--- src/rtl/assert_macros.svh ---
// ----------------------------------------------------------------------------
// assert_macros: concurrent assertion helpers
// both macros expand to nothing when SYNTH is defined
// ----------------------------------------------------------------------------
`ifndef ASSERT_MACROS_SVH
`define ASSERT_MACROS_SVH
`ifndef SYNTH
// property must hold at every clock edge outside reset
`define ASSERT_PROP(label, clk, rst, prop) \
   label: assert property (@(posedge clk) disable iff (rst) prop) \
      else $error("assertion failed");
// condition must never be seen outside reset
`define ASSERT_NEVER(label, clk, rst, cond) \
   label: assert property (@(posedge clk) disable iff (rst) !(cond)) \
      else $error("forbidden condition seen");
`else
`define ASSERT_PROP(label, clk, rst, prop)
`define ASSERT_NEVER(label, clk, rst, cond)
`endif
`endif

--- src/rtl/pgms_pkg.sv ---
// ----------------------------------------------------------------------------
// pgms_pkg: shared types and codes
// register codes, controller states and the command/status bundles
// ----------------------------------------------------------------------------
package pgms_pkg;

   // statistic codes
   localparam logic [2:0] STAT_MAX  = 3'd0;
   localparam logic [2:0] STAT_MIN  = 3'd1;
   localparam logic [2:0] STAT_MEAN = 3'd2;
   localparam logic [2:0] STAT_STD  = 3'd3;
   localparam logic [2:0] STAT_SKEW = 3'd4;
   localparam logic [2:0] STAT_KURT = 3'd5;

   // subset codes
   localparam logic [1:0] SUBSET_FIRST = 2'd1;
   localparam logic [1:0] SUBSET_FINAL = 2'd2;

   // property codes
   localparam logic [2:0] PROP_ELEV  = 3'd1;
   localparam logic [2:0] PROP_WIDTH = 3'd2;
   localparam logic [2:0] PROP_RISE  = 3'd3;
   localparam logic [2:0] PROP_BACK  = 3'd4;

   // register indexes
   localparam logic [1:0] CSR_STAT   = 2'd0;
   localparam logic [1:0] CSR_SUBSET = 2'd1;
   localparam logic [1:0] CSR_PROP   = 2'd2;
   localparam logic [1:0] CSR_NODATA = 2'd3;

   localparam logic [31:0] NO_DATA_RESET = 32'hD8F1_0000;
   localparam logic [31:0] POS_LIMIT     = 32'h7FFF_FFFF;
   localparam logic [31:0] NEG_LIMIT     = 32'h8000_0000;

   typedef enum logic [4:0] {
      ST_IDLE, ST_CHECK, ST_P1_RD, ST_P1_ACC, ST_MEAN_GO, ST_MEAN_WAIT,
      ST_P2_RD, ST_P2_GO, ST_P2_WAIT, ST_VAR_GO, ST_VAR_WAIT, ST_SQRT_GO,
      ST_SQRT_WAIT, ST_SIG_CHK, ST_P3_RD, ST_P3_DGO, ST_P3_DWAIT, ST_P3_M1GO,
      ST_P3_M1WAIT, ST_P3_M2GO, ST_P3_M2WAIT, ST_FIN_GO, ST_FIN_WAIT, ST_EMIT
   } state_type;

   typedef enum logic [2:0] {
      RES_MAX, RES_MIN, RES_MEAN, RES_STD, RES_MOMENT, RES_NODATA, RES_DEGEN
   } res_kind_type;

   typedef enum logic [1:0] {DIV_MEAN, DIV_VAR, DIV_Z, DIV_FIN} div_sel_type;
   typedef enum logic [1:0] {MUL_SQ, MUL_Z2, MUL_ZK} mul_sel_type;

   typedef struct packed {
      logic         idx_clr;
      logic         idx_inc;
      logic         rd;
      logic         p1_acc;
      logic         acc_clr;
      logic         div_go;
      div_sel_type  div_sel;
      logic         mul_go;
      mul_sel_type  mul_sel;
      logic         sqrt_go;
      logic         emit;
      res_kind_type kind;
   } cmd_type;

   typedef struct packed {
      logic       count_zero;
      logic       stat_bad;
      logic       idx_last;
      logic       div_done;
      logic       mul_done;
      logic       sqrt_done;
      logic       sigma_zero;
      logic       out_free;
      logic [2:0] stat_sel;
   } status_type;

endpackage

--- src/rtl/pgms_div.sv ---
// ----------------------------------------------------------------------------
// pgms_div: restoring divider
// unsigned, one quotient bit per cycle, done pulses when quotient is ready
// ----------------------------------------------------------------------------
module pgms_div #(
   parameter int DVW = 68,
   parameter int DSW = 32
) (
   input  logic           clock,
   input  logic           reset,
   input  logic           go,
   input  logic [DVW-1:0] dividend,
   input  logic [DSW-1:0] divisor,
   output logic           busy,
   output logic           done,
   output logic [DVW-1:0] quotient
);

   localparam int CNTW = $clog2(DVW + 1);

   logic            busy_ff;
   logic            done_ff;
   logic [CNTW-1:0] cnt_ff;
   logic [DVW-1:0]  dvd_ff;
   logic [DSW-1:0]  rem_ff;
   logic [DSW-1:0]  dsr_ff;
   logic [DSW:0]    rem_sh;
   logic [DSW:0]    diff;
   logic            ge;
   logic            last;

   assign rem_sh = {rem_ff, dvd_ff[DVW-1]};
   assign diff   = rem_sh - {1'b0, dsr_ff};
   assign ge     = rem_sh >= {1'b0, dsr_ff};
   assign last   = cnt_ff == CNTW'(DVW - 1);

   always_ff @(posedge clock) begin
      if (reset) begin
         busy_ff <= 1'b0;
         done_ff <= 1'b0;
         cnt_ff  <= '0;
      end else begin
         done_ff <= busy_ff && last;
         if (go) begin
            busy_ff <= 1'b1;
            cnt_ff  <= '0;
         end else if (busy_ff) begin
            cnt_ff <= cnt_ff + CNTW'(1);
            if (last) busy_ff <= 1'b0;
         end
      end
   end

   always_ff @(posedge clock) begin
      if (go) begin
         dvd_ff <= dividend;
         rem_ff <= '0;
         dsr_ff <= divisor;
      end else if (busy_ff) begin
         rem_ff <= ge ? diff[DSW-1:0] : rem_sh[DSW-1:0];
         dvd_ff <= {dvd_ff[DVW-2:0], ge};
      end
   end

   assign busy     = busy_ff;
   assign done     = done_ff;
   assign quotient = dvd_ff;

endmodule

--- src/rtl/pgms_mul.sv ---
// ----------------------------------------------------------------------------
// pgms_mul: multi-cycle multiplier
// unsigned, one 16-bit digit of the second operand per cycle
// ----------------------------------------------------------------------------
module pgms_mul #(
   parameter int MW = 33
) (
   input  logic            clock,
   input  logic            reset,
   input  logic            go,
   input  logic [MW-1:0]   a_in,
   input  logic [MW-1:0]   b_in,
   output logic            done,
   output logic [2*MW-1:0] product
);

   localparam int NCH  = (MW + 15) / 16;
   localparam int BPW  = NCH * 16;
   localparam int PW   = MW + BPW;
   localparam int CNTW = $clog2(NCH + 1);

   logic            busy_ff;
   logic            done_ff;
   logic [CNTW-1:0] cnt_ff;
   logic [MW-1:0]   a_ff;
   logic [BPW-1:0]  b_ff;
   logic [PW-1:0]   acc_ff;
   logic [MW+15:0]  part;
   logic            last;

   assign part = a_ff * b_ff[BPW-1 -: 16];
   assign last = cnt_ff == CNTW'(NCH - 1);

   always_ff @(posedge clock) begin
      if (reset) begin
         busy_ff <= 1'b0;
         done_ff <= 1'b0;
         cnt_ff  <= '0;
      end else begin
         done_ff <= busy_ff && last;
         if (go) begin
            busy_ff <= 1'b1;
            cnt_ff  <= '0;
         end else if (busy_ff) begin
            cnt_ff <= cnt_ff + CNTW'(1);
            if (last) busy_ff <= 1'b0;
         end
      end
   end

   // most significant digit first
   always_ff @(posedge clock) begin
      if (go) begin
         a_ff   <= a_in;
         b_ff   <= BPW'(b_in);
         acc_ff <= '0;
      end else if (busy_ff) begin
         acc_ff <= (acc_ff << 16) + PW'(part);
         b_ff   <= b_ff << 16;
      end
   end

   assign done    = done_ff;
   assign product = acc_ff[2*MW-1:0];

endmodule

--- src/rtl/pgms_datapath.sv ---
// ----------------------------------------------------------------------------
// pgms_datapath: value buffer, accumulators and arithmetic units
// holds the registers, the sample store, divider, multiplier and root unit
// ----------------------------------------------------------------------------
`include "assert_macros.svh"

module pgms_datapath
   import pgms_pkg::*;
#(
   parameter int MAX_VALUES = 16,
   parameter int FRAC_BITS  = 16
) (
   input  logic               clock,
   input  logic               reset,
   input  cmd_type            cmd,
   output status_type         status,
   input  logic               csr_wr_en,
   input  logic [1:0]         csr_index,
   input  logic [31:0]        csr_wdata,
   input  logic               req_fire,
   input  logic               req_has_peak,
   input  logic signed [31:0] req_amplitude,
   input  logic signed [31:0] req_elevation,
   input  logic signed [31:0] req_pulse_width,
   input  logic signed [31:0] req_rise_span,
   input  logic signed [31:0] req_backscatter,
   input  logic [7:0]         req_position_in_wave,
   input  logic               req_final_peak,
   output logic               rsp_valid,
   input  logic               rsp_ready,
   output logic signed [31:0] rsp_stat_value,
   output logic               rsp_no_data,
   output logic               rsp_degenerate,
   output logic               rsp_overflowed
);

   localparam int AW   = $clog2(MAX_VALUES);
   localparam int CW   = $clog2(MAX_VALUES + 1);
   localparam int SUMW = 32 + AW;
   localparam int DVW  = 64 + AW;
   localparam int MW   = (FRAC_BITS + 14 > 33) ? FRAC_BITS + 14 : 33;
   localparam int ZW   = FRAC_BITS + 7;
   localparam int Z2W  = FRAC_BITS + 14;
   localparam int KW   = FRAC_BITS + 28;
   localparam logic [DVW-1:0] ZCAP = {{(DVW - ZW){1'b0}}, {ZW{1'b1}}};

   // configuration
   logic [2:0]  stat_ff;
   logic [1:0]  subset_ff;
   logic [2:0]  prop_ff;
   logic [31:0] nodata_ff;

   // buffer
   logic [31:0]   store_mem [MAX_VALUES];
   logic [CW-1:0] count_ff;
   logic          dropped_ff;
   logic [AW-1:0] idx_ff;
   logic [31:0]   rd_data_ff;
   logic          keep;
   logic [31:0]   sel_value;
   logic          store_hit;
   logic          room;
   logic          wr_en;

   // statistics
   logic [31:0]     mx_ff;
   logic [31:0]     mn_ff;
   logic [SUMW-1:0] sum_ff;
   logic            sum_neg;
   logic [SUMW-1:0] sum_abs;
   logic [31:0]     mean_ff;
   logic [32:0]     dev;
   logic            dev_neg;
   logic [32:0]     dev_abs;
   logic [DVW-1:0]  sqsum_ff;
   logic [63:0]     var_ff;
   logic [ZW-1:0]   z_ff;
   logic [Z2W-1:0]  z2_ff;
   logic [KW-1:0]   zk;
   logic [DVW-1:0]  zk_ext;
   logic [DVW-1:0]  macc_ff;
   logic            macc_neg;
   logic [DVW-1:0]  macc_abs;
   logic [31:0]     moment_ff;
   logic [31:0]     fin_sat;
   logic [31:0]     sigma;
   logic [31:0]     std_sat;

   // root unit
   logic        sq_busy_ff;
   logic        sq_done_ff;
   logic [63:0] sq_x_ff;
   logic [63:0] sq_res_ff;
   logic [63:0] sq_bit_ff;
   logic [63:0] sq_t;
   logic        sq_ge;

   // shared units
   logic [DVW-1:0] div_dividend;
   logic [31:0]    div_divisor;
   logic           div_busy;
   logic           div_done;
   logic [DVW-1:0] div_q;
   div_sel_type    div_tgt_ff;
   logic [MW-1:0]  mul_a;
   logic [MW-1:0]  mul_b;
   logic           mul_done;
   logic [2*MW-1:0] mul_p;
   mul_sel_type    mul_tgt_ff;

   // output register
   logic        rsp_valid_ff;
   logic [31:0] rsp_value_ff;
   logic        rsp_nd_ff;
   logic        rsp_deg_ff;
   logic        rsp_ovf_ff;
   logic        out_free;

   // ---------------- configuration ----------------
   always_ff @(posedge clock) begin
      if (reset) begin
         stat_ff   <= STAT_MAX;
         subset_ff <= '0;
         prop_ff   <= '0;
         nodata_ff <= NO_DATA_RESET;
      end else if (csr_wr_en) begin
         unique case (csr_index)
            CSR_STAT:   stat_ff   <= csr_wdata[2:0];
            CSR_SUBSET: subset_ff <= csr_wdata[1:0];
            CSR_PROP:   prop_ff   <= csr_wdata[2:0];
            CSR_NODATA: nodata_ff <= csr_wdata;
         endcase
      end
   end

   // ---------------- loading ----------------
   always_comb begin
      priority case (subset_ff)
         SUBSET_FIRST: keep = req_position_in_wave == 8'd1;
         SUBSET_FINAL: keep = req_final_peak;
         default:      keep = 1'b1;
      endcase
      unique case (prop_ff)
         PROP_ELEV:  sel_value = req_elevation;
         PROP_WIDTH: sel_value = req_pulse_width;
         PROP_RISE:  sel_value = req_rise_span;
         PROP_BACK:  sel_value = req_backscatter;
         default:    sel_value = req_amplitude;
      endcase
   end

   assign store_hit = req_fire && req_has_peak && keep;
   assign room      = count_ff < CW'(MAX_VALUES);
   assign wr_en     = store_hit && room;

   always_ff @(posedge clock) begin
      if (reset) begin
         count_ff   <= '0;
         dropped_ff <= 1'b0;
      end else if (cmd.emit) begin
         count_ff   <= '0;
         dropped_ff <= 1'b0;
      end else begin
         if (wr_en) count_ff <= count_ff + CW'(1);
         if (store_hit && !room) dropped_ff <= 1'b1;
      end
   end

   always_ff @(posedge clock) begin
      if (wr_en) store_mem[count_ff[AW-1:0]] <= sel_value;
      if (cmd.rd) rd_data_ff <= store_mem[idx_ff];
   end

   always_ff @(posedge clock) begin
      if (reset) begin
         idx_ff <= '0;
      end else if (cmd.idx_clr) begin
         idx_ff <= '0;
      end else if (cmd.idx_inc) begin
         idx_ff <= idx_ff + AW'(1);
      end
   end

   // ---------------- arithmetic ----------------
   assign sum_neg  = sum_ff[SUMW-1];
   assign sum_abs  = sum_neg ? (SUMW'(0) - sum_ff) : sum_ff;
   assign dev      = {rd_data_ff[31], rd_data_ff} - {mean_ff[31], mean_ff};
   assign dev_neg  = dev[32];
   assign dev_abs  = dev_neg ? (33'd0 - dev) : dev;
   assign macc_neg = macc_ff[DVW-1];
   assign macc_abs = macc_neg ? (DVW'(0) - macc_ff) : macc_ff;
   assign zk       = mul_p[FRAC_BITS +: KW];
   assign zk_ext   = DVW'(zk);
   assign sigma    = sq_res_ff[31:0];
   assign std_sat  = sigma[31] ? POS_LIMIT : sigma;

   always_comb begin
      if (!macc_neg) begin
         fin_sat = (div_q > DVW'(POS_LIMIT)) ? POS_LIMIT : div_q[31:0];
      end else begin
         fin_sat = (div_q > DVW'(NEG_LIMIT)) ? NEG_LIMIT : (32'd0 - div_q[31:0]);
      end
   end

   always_comb begin
      unique case (cmd.div_sel)
         DIV_MEAN: begin
            div_dividend = DVW'(sum_abs);
            div_divisor  = 32'(count_ff);
         end
         DIV_VAR: begin
            div_dividend = sqsum_ff;
            div_divisor  = 32'(count_ff);
         end
         DIV_Z: begin
            div_dividend = DVW'(dev_abs) << FRAC_BITS;
            div_divisor  = sigma;
         end
         DIV_FIN: begin
            div_dividend = macc_abs;
            div_divisor  = 32'(count_ff);
         end
      endcase
   end

   always_comb begin
      unique case (cmd.mul_sel)
         MUL_Z2: begin
            mul_a = MW'(z_ff);
            mul_b = MW'(z_ff);
         end
         MUL_ZK: begin
            mul_a = MW'(z2_ff);
            mul_b = (stat_ff == STAT_SKEW) ? MW'(z_ff) : MW'(z2_ff);
         end
         default: begin
            mul_a = MW'(dev_abs);
            mul_b = MW'(dev_abs);
         end
      endcase
   end

   pgms_div #(
      .DVW (DVW),
      .DSW (32)
   ) u_div (
      .clock    (clock),
      .reset    (reset),
      .go       (cmd.div_go),
      .dividend (div_dividend),
      .divisor  (div_divisor),
      .busy     (div_busy),
      .done     (div_done),
      .quotient (div_q)
   );

   pgms_mul #(
      .MW (MW)
   ) u_mul (
      .clock   (clock),
      .reset   (reset),
      .go      (cmd.mul_go),
      .a_in    (mul_a),
      .b_in    (mul_b),
      .done    (mul_done),
      .product (mul_p)
   );

   always_ff @(posedge clock) begin
      if (reset) begin
         div_tgt_ff <= DIV_MEAN;
         mul_tgt_ff <= MUL_SQ;
      end else begin
         if (cmd.div_go) div_tgt_ff <= cmd.div_sel;
         if (cmd.mul_go) mul_tgt_ff <= cmd.mul_sel;
      end
   end

   always_ff @(posedge clock) begin
      if (cmd.p1_acc) begin
         if (idx_ff == '0) begin
            mx_ff  <= rd_data_ff;
            mn_ff  <= rd_data_ff;
            sum_ff <= SUMW'($signed(rd_data_ff));
         end else begin
            if ($signed(rd_data_ff) > $signed(mx_ff)) mx_ff <= rd_data_ff;
            if ($signed(rd_data_ff) < $signed(mn_ff)) mn_ff <= rd_data_ff;
            sum_ff <= sum_ff + SUMW'($signed(rd_data_ff));
         end
      end
      if (cmd.acc_clr) begin
         sqsum_ff <= '0;
         macc_ff  <= '0;
      end
      if (div_done) begin
         unique case (div_tgt_ff)
            DIV_MEAN: mean_ff <= sum_neg ? (32'd0 - div_q[31:0]) : div_q[31:0];
            DIV_VAR:  var_ff  <= div_q[63:0];
            DIV_Z:    z_ff    <= (div_q > ZCAP) ? ZCAP[ZW-1:0] : div_q[ZW-1:0];
            DIV_FIN:  moment_ff <= fin_sat;
         endcase
      end
      if (mul_done) begin
         unique case (mul_tgt_ff)
            MUL_Z2: z2_ff <= mul_p[FRAC_BITS +: Z2W];
            MUL_ZK: begin
               // only the odd moment carries the deviation's sign
               if (dev_neg && stat_ff == STAT_SKEW) macc_ff <= macc_ff - zk_ext;
               else macc_ff <= macc_ff + zk_ext;
            end
            default: sqsum_ff <= sqsum_ff + DVW'(mul_p[63:0]);
         endcase
      end
   end

   // ---------------- integer square root, two bits per cycle ----------------
   assign sq_t  = sq_res_ff + sq_bit_ff;
   assign sq_ge = sq_x_ff >= sq_t;

   always_ff @(posedge clock) begin
      if (reset) begin
         sq_busy_ff <= 1'b0;
         sq_done_ff <= 1'b0;
      end else begin
         sq_done_ff <= sq_busy_ff && sq_bit_ff[0];
         if (cmd.sqrt_go) sq_busy_ff <= 1'b1;
         else if (sq_busy_ff && sq_bit_ff[0]) sq_busy_ff <= 1'b0;
      end
   end

   always_ff @(posedge clock) begin
      if (cmd.sqrt_go) begin
         sq_x_ff   <= var_ff;
         sq_res_ff <= '0;
         sq_bit_ff <= 64'h4000_0000_0000_0000;
      end else if (sq_busy_ff) begin
         if (sq_ge) begin
            sq_x_ff   <= sq_x_ff - sq_t;
            sq_res_ff <= (sq_res_ff >> 1) + sq_bit_ff;
         end else begin
            sq_res_ff <= sq_res_ff >> 1;
         end
         sq_bit_ff <= sq_bit_ff >> 2;
      end
   end

   // ---------------- result register ----------------
   assign out_free = !rsp_valid_ff || rsp_ready;

   always_ff @(posedge clock) begin
      if (reset) begin
         rsp_valid_ff <= 1'b0;
      end else if (cmd.emit) begin
         rsp_valid_ff <= 1'b1;
      end else if (rsp_ready) begin
         rsp_valid_ff <= 1'b0;
      end
   end

   always_ff @(posedge clock) begin
      if (cmd.emit) begin
         rsp_ovf_ff <= dropped_ff;
         rsp_nd_ff  <= 1'b0;
         rsp_deg_ff <= 1'b0;
         unique case (cmd.kind)
            RES_MAX:    rsp_value_ff <= mx_ff;
            RES_MIN:    rsp_value_ff <= mn_ff;
            RES_MEAN:   rsp_value_ff <= mean_ff;
            RES_STD:    rsp_value_ff <= std_sat;
            RES_MOMENT: rsp_value_ff <= moment_ff;
            RES_DEGEN: begin
               rsp_value_ff <= nodata_ff;
               rsp_nd_ff    <= 1'b1;
               rsp_deg_ff   <= 1'b1;
            end
            default: begin
               rsp_value_ff <= nodata_ff;
               rsp_nd_ff    <= 1'b1;
            end
         endcase
      end
   end

   assign rsp_valid      = rsp_valid_ff;
   assign rsp_stat_value = rsp_value_ff;
   assign rsp_no_data    = rsp_nd_ff;
   assign rsp_degenerate = rsp_deg_ff;
   assign rsp_overflowed = rsp_ovf_ff;

   // ---------------- status ----------------
   assign status.count_zero = count_ff == '0;
   assign status.stat_bad   = stat_ff > STAT_KURT;
   assign status.idx_last   = (CW'(idx_ff) + CW'(1)) == count_ff;
   assign status.div_done   = div_done;
   assign status.mul_done   = mul_done;
   assign status.sqrt_done  = sq_done_ff;
   assign status.sigma_zero = sq_res_ff == '0;
   assign status.out_free   = out_free;
   assign status.stat_sel   = stat_ff;

   `ASSERT_NEVER(a_count_bound, clock, reset, count_ff > CW'(MAX_VALUES))
   `ASSERT_PROP(a_emit_slot_free, clock, reset, cmd.emit |-> out_free)
   `ASSERT_PROP(a_emit_clears_group, clock, reset, cmd.emit |=> count_ff == '0 && !dropped_ff)
   `ASSERT_PROP(a_div_start_idle, clock, reset, cmd.div_go |-> !div_busy)

endmodule

--- src/rtl/pgms_ctrl.sv ---
// ----------------------------------------------------------------------------
// pgms_ctrl: sequencer for loading and the end-of-group passes
// issues datapath commands and waits on unit status
// ----------------------------------------------------------------------------
module pgms_ctrl
   import pgms_pkg::*;
(
   input  logic       clock,
   input  logic       reset,
   input  logic       req_fire,
   input  logic       req_last,
   input  status_type status,
   output cmd_type    cmd,
   output logic       req_ready
);

   state_type    state_ff;
   state_type    state_in;
   res_kind_type kind_ff;
   res_kind_type kind_in;

   always_ff @(posedge clock) begin
      if (reset) begin
         state_ff <= ST_IDLE;
         kind_ff  <= RES_NODATA;
      end else begin
         state_ff <= state_in;
         kind_ff  <= kind_in;
      end
   end

   // next state
   always_comb begin
      state_in = state_ff;
      kind_in  = kind_ff;
      unique case (state_ff)
         ST_IDLE: if (req_fire && req_last) state_in = ST_CHECK;
         ST_CHECK: begin
            if (status.count_zero || status.stat_bad) begin
               state_in = ST_EMIT;
               kind_in  = RES_NODATA;
            end else begin
               state_in = ST_P1_RD;
            end
         end
         ST_P1_RD: state_in = ST_P1_ACC;
         ST_P1_ACC: begin
            if (!status.idx_last) begin
               state_in = ST_P1_RD;
            end else if (status.stat_sel == STAT_MAX) begin
               state_in = ST_EMIT;
               kind_in  = RES_MAX;
            end else if (status.stat_sel == STAT_MIN) begin
               state_in = ST_EMIT;
               kind_in  = RES_MIN;
            end else begin
               state_in = ST_MEAN_GO;
            end
         end
         ST_MEAN_GO: state_in = ST_MEAN_WAIT;
         ST_MEAN_WAIT: begin
            if (status.div_done) begin
               if (status.stat_sel == STAT_MEAN) begin
                  state_in = ST_EMIT;
                  kind_in  = RES_MEAN;
               end else begin
                  state_in = ST_P2_RD;
               end
            end
         end
         ST_P2_RD: state_in = ST_P2_GO;
         ST_P2_GO: state_in = ST_P2_WAIT;
         ST_P2_WAIT: begin
            if (status.mul_done) state_in = status.idx_last ? ST_VAR_GO : ST_P2_RD;
         end
         ST_VAR_GO:   state_in = ST_VAR_WAIT;
         ST_VAR_WAIT: if (status.div_done) state_in = ST_SQRT_GO;
         ST_SQRT_GO:  state_in = ST_SQRT_WAIT;
         ST_SQRT_WAIT: if (status.sqrt_done) state_in = ST_SIG_CHK;
         ST_SIG_CHK: begin
            if (status.stat_sel == STAT_STD) begin
               state_in = ST_EMIT;
               kind_in  = RES_STD;
            end else if (status.sigma_zero) begin
               state_in = ST_EMIT;
               kind_in  = RES_DEGEN;
            end else begin
               state_in = ST_P3_RD;
            end
         end
         ST_P3_RD:     state_in = ST_P3_DGO;
         ST_P3_DGO:    state_in = ST_P3_DWAIT;
         ST_P3_DWAIT:  if (status.div_done) state_in = ST_P3_M1GO;
         ST_P3_M1GO:   state_in = ST_P3_M1WAIT;
         ST_P3_M1WAIT: if (status.mul_done) state_in = ST_P3_M2GO;
         ST_P3_M2GO:   state_in = ST_P3_M2WAIT;
         ST_P3_M2WAIT: begin
            if (status.mul_done) state_in = status.idx_last ? ST_FIN_GO : ST_P3_RD;
         end
         ST_FIN_GO: state_in = ST_FIN_WAIT;
         ST_FIN_WAIT: begin
            if (status.div_done) begin
               state_in = ST_EMIT;
               kind_in  = RES_MOMENT;
            end
         end
         ST_EMIT: if (status.out_free) state_in = ST_IDLE;
         default: state_in = ST_IDLE;
      endcase
   end

   // command outputs
   always_comb begin
      cmd         = '0;
      cmd.div_sel = DIV_MEAN;
      cmd.mul_sel = MUL_SQ;
      cmd.kind    = kind_ff;
      unique case (state_ff)
         ST_CHECK:  cmd.idx_clr = 1'b1;
         ST_P1_RD:  cmd.rd = 1'b1;
         ST_P1_ACC: begin
            cmd.p1_acc  = 1'b1;
            cmd.idx_inc = !status.idx_last;
         end
         ST_MEAN_GO: begin
            cmd.div_go  = 1'b1;
            cmd.div_sel = DIV_MEAN;
            cmd.acc_clr = 1'b1;
            cmd.idx_clr = 1'b1;
         end
         ST_P2_RD: cmd.rd = 1'b1;
         ST_P2_GO: begin
            cmd.mul_go  = 1'b1;
            cmd.mul_sel = MUL_SQ;
         end
         ST_P2_WAIT: cmd.idx_inc = status.mul_done && !status.idx_last;
         ST_VAR_GO: begin
            cmd.div_go  = 1'b1;
            cmd.div_sel = DIV_VAR;
         end
         ST_SQRT_GO: cmd.sqrt_go = 1'b1;
         ST_SIG_CHK: begin
            cmd.idx_clr = 1'b1;
            cmd.acc_clr = 1'b1;
         end
         ST_P3_RD: cmd.rd = 1'b1;
         ST_P3_DGO: begin
            cmd.div_go  = 1'b1;
            cmd.div_sel = DIV_Z;
         end
         ST_P3_M1GO: begin
            cmd.mul_go  = 1'b1;
            cmd.mul_sel = MUL_Z2;
         end
         ST_P3_M2GO: begin
            cmd.mul_go  = 1'b1;
            cmd.mul_sel = MUL_ZK;
         end
         ST_P3_M2WAIT: cmd.idx_inc = status.mul_done && !status.idx_last;
         ST_FIN_GO: begin
            cmd.div_go  = 1'b1;
            cmd.div_sel = DIV_FIN;
         end
         ST_EMIT: cmd.emit = status.out_free;
         default: cmd.rd = 1'b0;
      endcase
   end

   assign req_ready = state_ff == ST_IDLE;

endmodule

--- src/rtl/peak_group_moment_statistics_unit.sv ---
// ----------------------------------------------------------------------------
// peak_group_moment_statistics_unit: per-waveform peak statistics
// max, min, mean, std deviation, skewness or kurtosis of one peak property
//
//   channel | direction | handshake             | payload
//   req     | in        | req_valid/req_ready   | one peak or end marker
//   rsp     | out       | rsp_valid/rsp_ready   | one statistic per group
//   csr     | in        | csr_wr_en             | csr_index, csr_wdata
//
// a peak that is not the last of its group is taken without leaving idle
// at group end the sequencer runs up to three passes over the n buffered
// values on one shared divider, a digit-serial multiplier and a 32-step
// root unit: max/min need the first pass only, mean adds one quotient, std
// deviation adds a pass with one multiply per value, one quotient and the
// root, and skewness and kurtosis add a pass with a quotient and two
// multiplies per value plus one quotient more
// req_ready is low from the group end until the result is in the output
// register; a stalled result only holds the block once the next group ends
// reset is synchronous and restores the documented register defaults
// ----------------------------------------------------------------------------
module peak_group_moment_statistics_unit
   import pgms_pkg::*;
#(
   parameter int MAX_VALUES = 16,
   parameter int FRAC_BITS  = 16
) (
   input  logic               clock,
   input  logic               reset,
   // peak transfer
   input  logic               req_valid,
   output logic               req_ready,
   input  logic               req_has_peak,
   input  logic signed [31:0] req_amplitude,
   input  logic signed [31:0] req_elevation,
   input  logic signed [31:0] req_pulse_width,
   input  logic signed [31:0] req_rise_span,
   input  logic signed [31:0] req_backscatter,
   input  logic [7:0]         req_position_in_wave,
   input  logic               req_final_peak,
   input  logic               req_last_of_group,
   // result transfer
   output logic               rsp_valid,
   input  logic               rsp_ready,
   output logic signed [31:0] rsp_stat_value,
   output logic               rsp_no_data,
   output logic               rsp_degenerate,
   output logic               rsp_overflowed,
   // register writes
   input  logic               csr_wr_en,
   input  logic [1:0]         csr_index,
   input  logic [31:0]        csr_wdata
);

   cmd_type    cmd;
   status_type status;
   logic       req_fire;

   // a transfer happens only while the sequencer is idle
   assign req_fire = req_valid && req_ready;

   pgms_ctrl u_ctrl (
      .clock     (clock),
      .reset     (reset),
      .req_fire  (req_fire),
      .req_last  (req_last_of_group),
      .status    (status),
      .cmd       (cmd),
      .req_ready (req_ready)
   );

   // buffer, accumulators, arithmetic units and result register
   pgms_datapath #(
      .MAX_VALUES (MAX_VALUES),
      .FRAC_BITS  (FRAC_BITS)
   ) u_datapath (
      .clock                (clock),
      .reset                (reset),
      .cmd                  (cmd),
      .status               (status),
      .csr_wr_en            (csr_wr_en),
      .csr_index            (csr_index),
      .csr_wdata            (csr_wdata),
      .req_fire             (req_fire),
      .req_has_peak         (req_has_peak),
      .req_amplitude        (req_amplitude),
      .req_elevation        (req_elevation),
      .req_pulse_width      (req_pulse_width),
      .req_rise_span        (req_rise_span),
      .req_backscatter      (req_backscatter),
      .req_position_in_wave (req_position_in_wave),
      .req_final_peak       (req_final_peak),
      .rsp_valid            (rsp_valid),
      .rsp_ready            (rsp_ready),
      .rsp_stat_value       (rsp_stat_value),
      .rsp_no_data          (rsp_no_data),
      .rsp_degenerate       (rsp_degenerate),
      .rsp_overflowed       (rsp_overflowed)
   );

endmodule

--- config.mk ---
export PLATFORM = sky130hd
export DESIGN_NAME = peak_group_moment_statistics_unit
export DESIGN_NICKNAME = d
export VERILOG_FILES = /design/src/rtl/pgms_pkg.sv /design/src/rtl/pgms_div.sv /design/src/rtl/pgms_mul.sv /design/src/rtl/pgms_datapath.sv /design/src/rtl/pgms_ctrl.sv /design/src/rtl/peak_group_moment_statistics_unit.sv
export VERILOG_INCLUDE_DIRS = /design/src /design/src/rtl
export SDC_FILE = /design/constraint.sdc
export NUM_CORES = 2
export LEC_CHECK = 0
export ABC_CLOCK_PERIOD_IN_PS = 20300
export BUFFER_PORTS_ARGS = -buffer_cell sky130_fd_sc_hd__buf_4
export CAP_MARGIN = 10
export CORE_MARGIN = 2
export CORE_UTILIZATION = 35
export CTS_CLUSTER_DIAMETER = 50
export CTS_CLUSTER_SIZE = 25
export DETAILED_ROUTE_END_ITERATION = 7
export PLACE_DENSITY = 0.46
export SLEW_MARGIN = 15
export SYNTH_ARGS = -nofsm -noshare
export SYNTH_HDL_FRONTEND = slang
export SYNTH_SLANG_ARGS = --single-unit
--- constraint.sdc ---
create_clock -name clock -period 20.3 [get_ports clock]
set_clock_uncertainty 0.2 [all_clocks]
set_input_delay 4.06 -clock clock [delete_from_list [all_inputs] [get_ports clock]]
set_output_delay 4.06 -clock clock [all_outputs]
set_load 0.02 [all_outputs]
# After elaboration in Yosys (flattened, before gate mapping)

Memory sizes are Yosys's and may differ from the RTL's. A register that Yosys moved wholly into a read port is not among the register bits.
Cells that the tools add are included.

Input bits: 210
Output and inout bits: 37
Bits in registers: 967
Memories: 1
RAM bits: 512

Memory list:

| memory               | words | width | rd ports | clocked after Yosys merged registers in | wr ports | RTL line            | RTL |
|---|---|---|---|---|---|---|---|
| u_datapath.store_mem | 16    | 32    | 1        | 1                                       | 1        | pgms_datapath.sv:54 | `logic [31:0] store_mem [MAX_VALUES];` |

Add/sub/neg operators: 19
Equality and inequality tests: 70
$mul: 1
Reduce and logical (&&, ||, !) cells: 59
Multiplexer cells: 90
$lt $le $gt $ge: 9

Operators with widths:

| cell                    | count |
|---|---|
| $mux W68                | 10 |
| $mux W32                | 9 |
| $pmux W68 S4            | 1 |
| $mux W64                | 4 |
| $pmux W32 S5            | 1 |
| $pmux W33 S2            | 2 |
| $pmux W32 S4            | 1 |
| $pmux W5 S24            | 1 |
| $mux W33                | 3 |
| $mux W5                 | 18 |
| $mux W36                | 2 |
| $add A68 B44 Y68        | 1 |
| $add A68 B64 Y68        | 1 |
| $gt A68 B23 Y1 const B  | 1 |
| $gt A68 B31 Y1 const B  | 1 |
| $gt A68 B32 Y1 const B  | 1 |
| $sub A1 B68 Y68 const A | 1 |
| $sub A68 B44 Y68        | 1 |
| $add A63 B63 Y64        | 1 |
| $add A64 B49 Y64        | 1 |
| $add A64 B63 Y64        | 1 |
| $ge A64 B64 Y1          | 1 |
| $logic_not A64 Y1       | 1 |
| $pmux W32 S2            | 1 |
| other kinds (58)        | 183 |

# Depth between registers and ports, before layout

Depth after elaboration: 7
Mapped depth: 29
Mapped depth without buffers: 27

# Cells and area by module

A second synthesis with hierarchy kept.

Cells, all modules: 10,719
Area, all modules: 107,162.8 µm²

By module, submodules not included:

| module                            | cells an instance | instances | area each (µm²) |
|---|---|---|---|
| pgms_datapath                     | 7,279             | 1         | 74,569.0 |
| pgms_mul                          | 2,617             | 1         | 23,920.4 |
| pgms_div                          | 652               | 1         | 7,474.7 |
| pgms_ctrl                         | 170               | 1         | 1,192.4 |
| peak_group_moment_statistics_unit | 1                 | 1         | 6.3 |

# Worst setup path before layout

No wires, ideal clock.

Path kind: register to register
Start: register u_datapath.sq_bit_ff[24]
End: register u_datapath.sq_x_ff[0] (enable)
Arrival: 10.028 ns
Path slack: 9.497 ns
Cell stages (with the launch flop): 24
Path through: dfxtp_1 -> ha_1 -> nand2_1 -> nor4_1 -> or4b_2 -> o21ai_1 -> a211oi_1 -> o21ai_0 -> a31oi_1 -> nor2_1 -> nor2_1 -> o21ai_0 -> xnor2_1 -> ha_1 -> nand4_1 -> or3_1 -> or4_1 -> or4_1 -> a21o_1 -> a31oi_1 -> o22ai_1 -> clkbuf_1 -> clkbuf_1 -> o21ai_0

Cells in the longest elaborated chain, start to end: 4

RTL lines:

| element                             | RTL line             | RTL |
|---|---|---|
| start, declared                     | pgms_datapath.sv:94  | `logic [63:0] sq_bit_ff;` |
| start signal, assigned              | pgms_datapath.sv:343 | `sq_bit_ff <= sq_bit_ff >> 2;` |
| $add A64 B63 Y64                    | pgms_datapath.sv:317 | `assign sq_t = sq_res_ff + sq_bit_ff;` |
| $ge A64 B64 Y1                      | pgms_datapath.sv:318 | `assign sq_ge = sq_x_ff >= sq_t;` |
| $reduce_bool A2 Y1 (no source line) | -                    |  |
| $reduce_and A2 Y1 (no source line)  | -                    |  |
| end signal, assigned                | pgms_datapath.sv:333 | `sq_x_ff <= var_ff;` |
| end signal, assigned                | pgms_datapath.sv:338 | `sq_x_ff <= sq_x_ff - sq_t;` |
| end, declared                       | pgms_datapath.sv:92  | `logic [63:0] sq_x_ff;` |

No other way between the ends.
A chain may end at the register's enable or synchronous reset.

# Worst setup path in the final report

Start: register u_datapath.u_mul.a_ff[1]
End: register u_datapath.u_mul.acc_ff[62]

Cells in the longest elaborated chain, start to end: 2

RTL lines:

| element                | RTL line       | RTL |
|---|---|---|
| start, declared        | pgms_mul.sv:25 | `logic [MW-1:0] a_ff;` |
| start signal, assigned | pgms_mul.sv:54 | `a_ff <= a_in;` |
| $mul A33 B16 Y49       | pgms_mul.sv:31 | `assign part = a_ff * b_ff[BPW-1 -: 16];` |
| $add A64 B49 Y64       | pgms_mul.sv:58 | `acc_ff <= (acc_ff << 16) + PW'(part);` |
| end signal, assigned   | pgms_mul.sv:58 |  |
| end, declared          | pgms_mul.sv:27 | `logic [PW-1:0] acc_ff;` |

No other way between the ends.

==> flow_summary.yaml <==
outcome:
  outcome: "finished, final reports clean"
logic_synthesis:
  ys_ff_latch: 1511
  async_reset_ff_share_pct: 0
  synth_top_area_cell: "edfxtp_1"
  synthTopCellsByCount: "1289 x nand2_1, 1090 x edfxtp_1, 889 x inv_1, 700 x o21ai_0, 695 x a21oi_1"
  yosysWarnings: 0
  syn-num-nets: 11900
  synth_area_per_cell_sq_um: 9.822
  synth_seq_area_share_pct: 39.39
  synth-edff-count: 1090
  synth.area.top_cells: "edfxtp_1 31%, fa_1 9.0%, dfxtp_1 8.1%, ha_1 6.9%, nand2_1 4.6%"
  synth_most_common_cell: "nand2_1"
  synth_cell_types: 91
  ys.flop_type: "edfxtp_1"
  synth_top_area_share_pct: 31.32
  postSynthCellCount: 10640
  synth_area_sq_um: 104500
floorplanning:
  coreArea_sq_um: 297000
  start_util_pct: 35.18
  die_area_sq_um: 302900
  die_w_um: 550.4
  rows: 200
  die-height_um: 550.4
  ios: 247
run:
  maxCapViolCount: 0
drt:
  dr_total_vias: 82940
  drc: 0
  wl_per_cell_um: 26.43
  wl_um: 394200
  drtAntennaViolNets: 0
  drt_iter0_drc: 6979
  first_pass_iters: 7
  via_per_inst: 5.561
cells_and_area:
  drive_gt1_share_pct: 10.80
  n_fill_cell: 29220
  syn_to_final_growth_pct: 14.04
  final_nets: 12020
  post-route-util_pct: 40.12
timing:
  holdWs_ns: 0.2584
  setup_tns_ns: 0
  worst_slew_pin_slew_ns: 1.321
  maxSlewViolCount: 0
  rsz0062_at_grt: "false"
  period_share_pct: 43.48
  fmax_mhz: 113.3
  setup_violations: 0
  final.min_clock_period_ns: 8.826
  final-hold-violation-count: 0
  slew_headroom_pct: 10.99
critical_path:
  crit_path_top_delay_cell: "o31ai_1"
  cp-startpoint: "u_datapath.u_mul.a_ff[1]$_DFFE_PN_"
  r2r_slack_ns: 11.47
  crit_top_cell: "fa_1"
  worst_path_dominant_cell_family: "compound AO/OA/AOI/OAI gates"
  path_buf_inv: 3
  r2r_start: "u_datapath.u_mul.a_ff[1]$_DFFE_PN_"
  required_ns: 20.91
  crit_path_start_kind: "flop"
  crit_chain: "nand2_1, fa_1, inv_1, fa_1, ha_1, inv_1, fa_1, fa_1, fa_1, inv_1, ha_1, o21ai_0, a21boi_0, o22ai_1, o31ai_1, a41oi_1, o41ai_1, a21oi_1, o21ai_0, a31oi_1, nor2_1, xnor2_1, a211oi_1"
  cp.arrival_ns: 9.44
  path_class: "reg -> reg"
  cp-end-kind: "flop"
  cp_max_fo: 16
  crit_path_max_incr_delay_ns: 0.91
placed_design:
  port_buffers: 246
  gp_congestion: 0.9656
  hpwlAfterDp_um: 296100
global_routing:
  grt_max_degree: 102
  antenna_found_initial: 18
  grt_pass1_wl_um: 571400
  grt_pass1_vias: 82660
  grtUsageTotal_pct: 25.57
  overflow: 0
clocking:
  hold_buffers: 0
  cts_tree: "built"
  ctsLongestPathBuffers: 4
  h-tree-depth: 4
  path_clk_slew_ns: 0.06
  numCtsBuffers: 226
  cts-root-buf: "clkbuf_16"
  clock-sinks: 1511
  cts_setup_buffers: 0
  clk_latency_ns: 0.95
  cts-resized-gates: 0
worst_hold_path:
  holdCritPathClass: "reg -> reg"
  min_from: "u_datapath.nodata_ff[25]$_SDFFE_PP0P_"
cell usage in the layout (no fill, tap or decap), types with 166 or more instances in the layout:
cell type | netlist | final
a21o_1 | 234 | 234
a21oi_1 | 695 | 694
and2_1 | 270 | 269
buf_4 | 0 | 452
clkbuf_16 | 0 | 235
dfxtp_1 | 421 | 409
edfxtp_1 | 1090 | 1090
fa_1 | 471 | 471
ha_1 | 580 | 580
inv_1 | 889 | 886
nand2_1 | 1289 | 1286
nand3_1 | 167 | 166
nor2_1 | 672 | 650
o21ai_0 | 700 | 699
xnor2_1 | 359 | 359
xor2_1 | 270 | 269
state kept, by name, indices dropped and copies added (netlist names), 33 cells and up:
| signal | flops |
|---|---|
| u_datapath.u_mul.acc_ff | 64 |
| u_datapath.u_div.quotient | 68 |
| u_datapath.sq_x_ff | 64 |
| u_datapath.sq_res_ff | 64 |
| u_datapath.sqsum_ff | 68 |
| u_datapath.sum_ff | 36 |
| u_datapath.var_ff | 64 |
| u_datapath.macc_ff | 68 |
| u_datapath.u_mul.b_ff | 48 |
| u_datapath.store_mem | 512 |
| u_datapath.u_mul.a_ff | 33 |
final timing paths:
check / cells after the start / to
setup / recovery: 23 / u_datapath.u_mul.acc_ff[62]$_SDFFE_PN0P_
hold reg to reg: 2 / u_datapath.nodata_ff[25]$_SDFFE_PP0P_
hold / removal: 2 / u_datapath.nodata_ff[25]$_SDFFE_PP0P_
setup reg to reg: 23 / u_datapath.u_mul.acc_ff[62]$_SDFFE_PN0P_
worst min-delay path, stage by stage, from the launching register on:
cell	delay (ns)
dfxtp_1	0.31
nand2_1	0.05
a21oi_1	0.05
cell families after synthesis:
group           Yosys count  share of synthesized area (%)
compound gates         2593                          15.54
simple gates           3101                          13.76
mux                     306                          4.852
xor+xnor                629                          5.272
fa+ha+maj              1051                          15.97
buf+inv                1447                          5.212
flops                  1511                          39.39
metal layers:
layer  up-vias  part of all wire, %  GRT usage (%)
li1      38100                    -              -
met1     41510                   41          32.17
met2      2633                   48          43.39
met3       694                  5.0          2.891
met4         6                  5.9          12.87
met5         -                0.010              0
stage by stage:
stage	setup slack, ns	area, sq um	cells
floorplan	9.497	104500	10640
global placement	11.31	111100	14470
detailed placement	11.30	111100	14470
CTS	11.30	119100	14900
global route	10.86	119100	14910
finish	11.47	119200	14910
layout make-up:
class | instances | area [sq um] | area share [%]
antenna | 16 | 40.04 | 0.03360
clock buffer | 255 | 6036 | 5.065
tap | 3939 | 4928 | 4.136
sequential | 1511 | 41190 | 34.57
inverter | 890 | 3343 | 2.806
clock inverter | 169 | 1962 | 1.646
timing repair buffer | 454 | 3421 | 2.871
multi-input combinational | 7680 | 58240 | 48.88
Power is left out: the tool's default activity adds up to more than one toggle a clock period on the data nets, which glitch-free logic cannot reach.
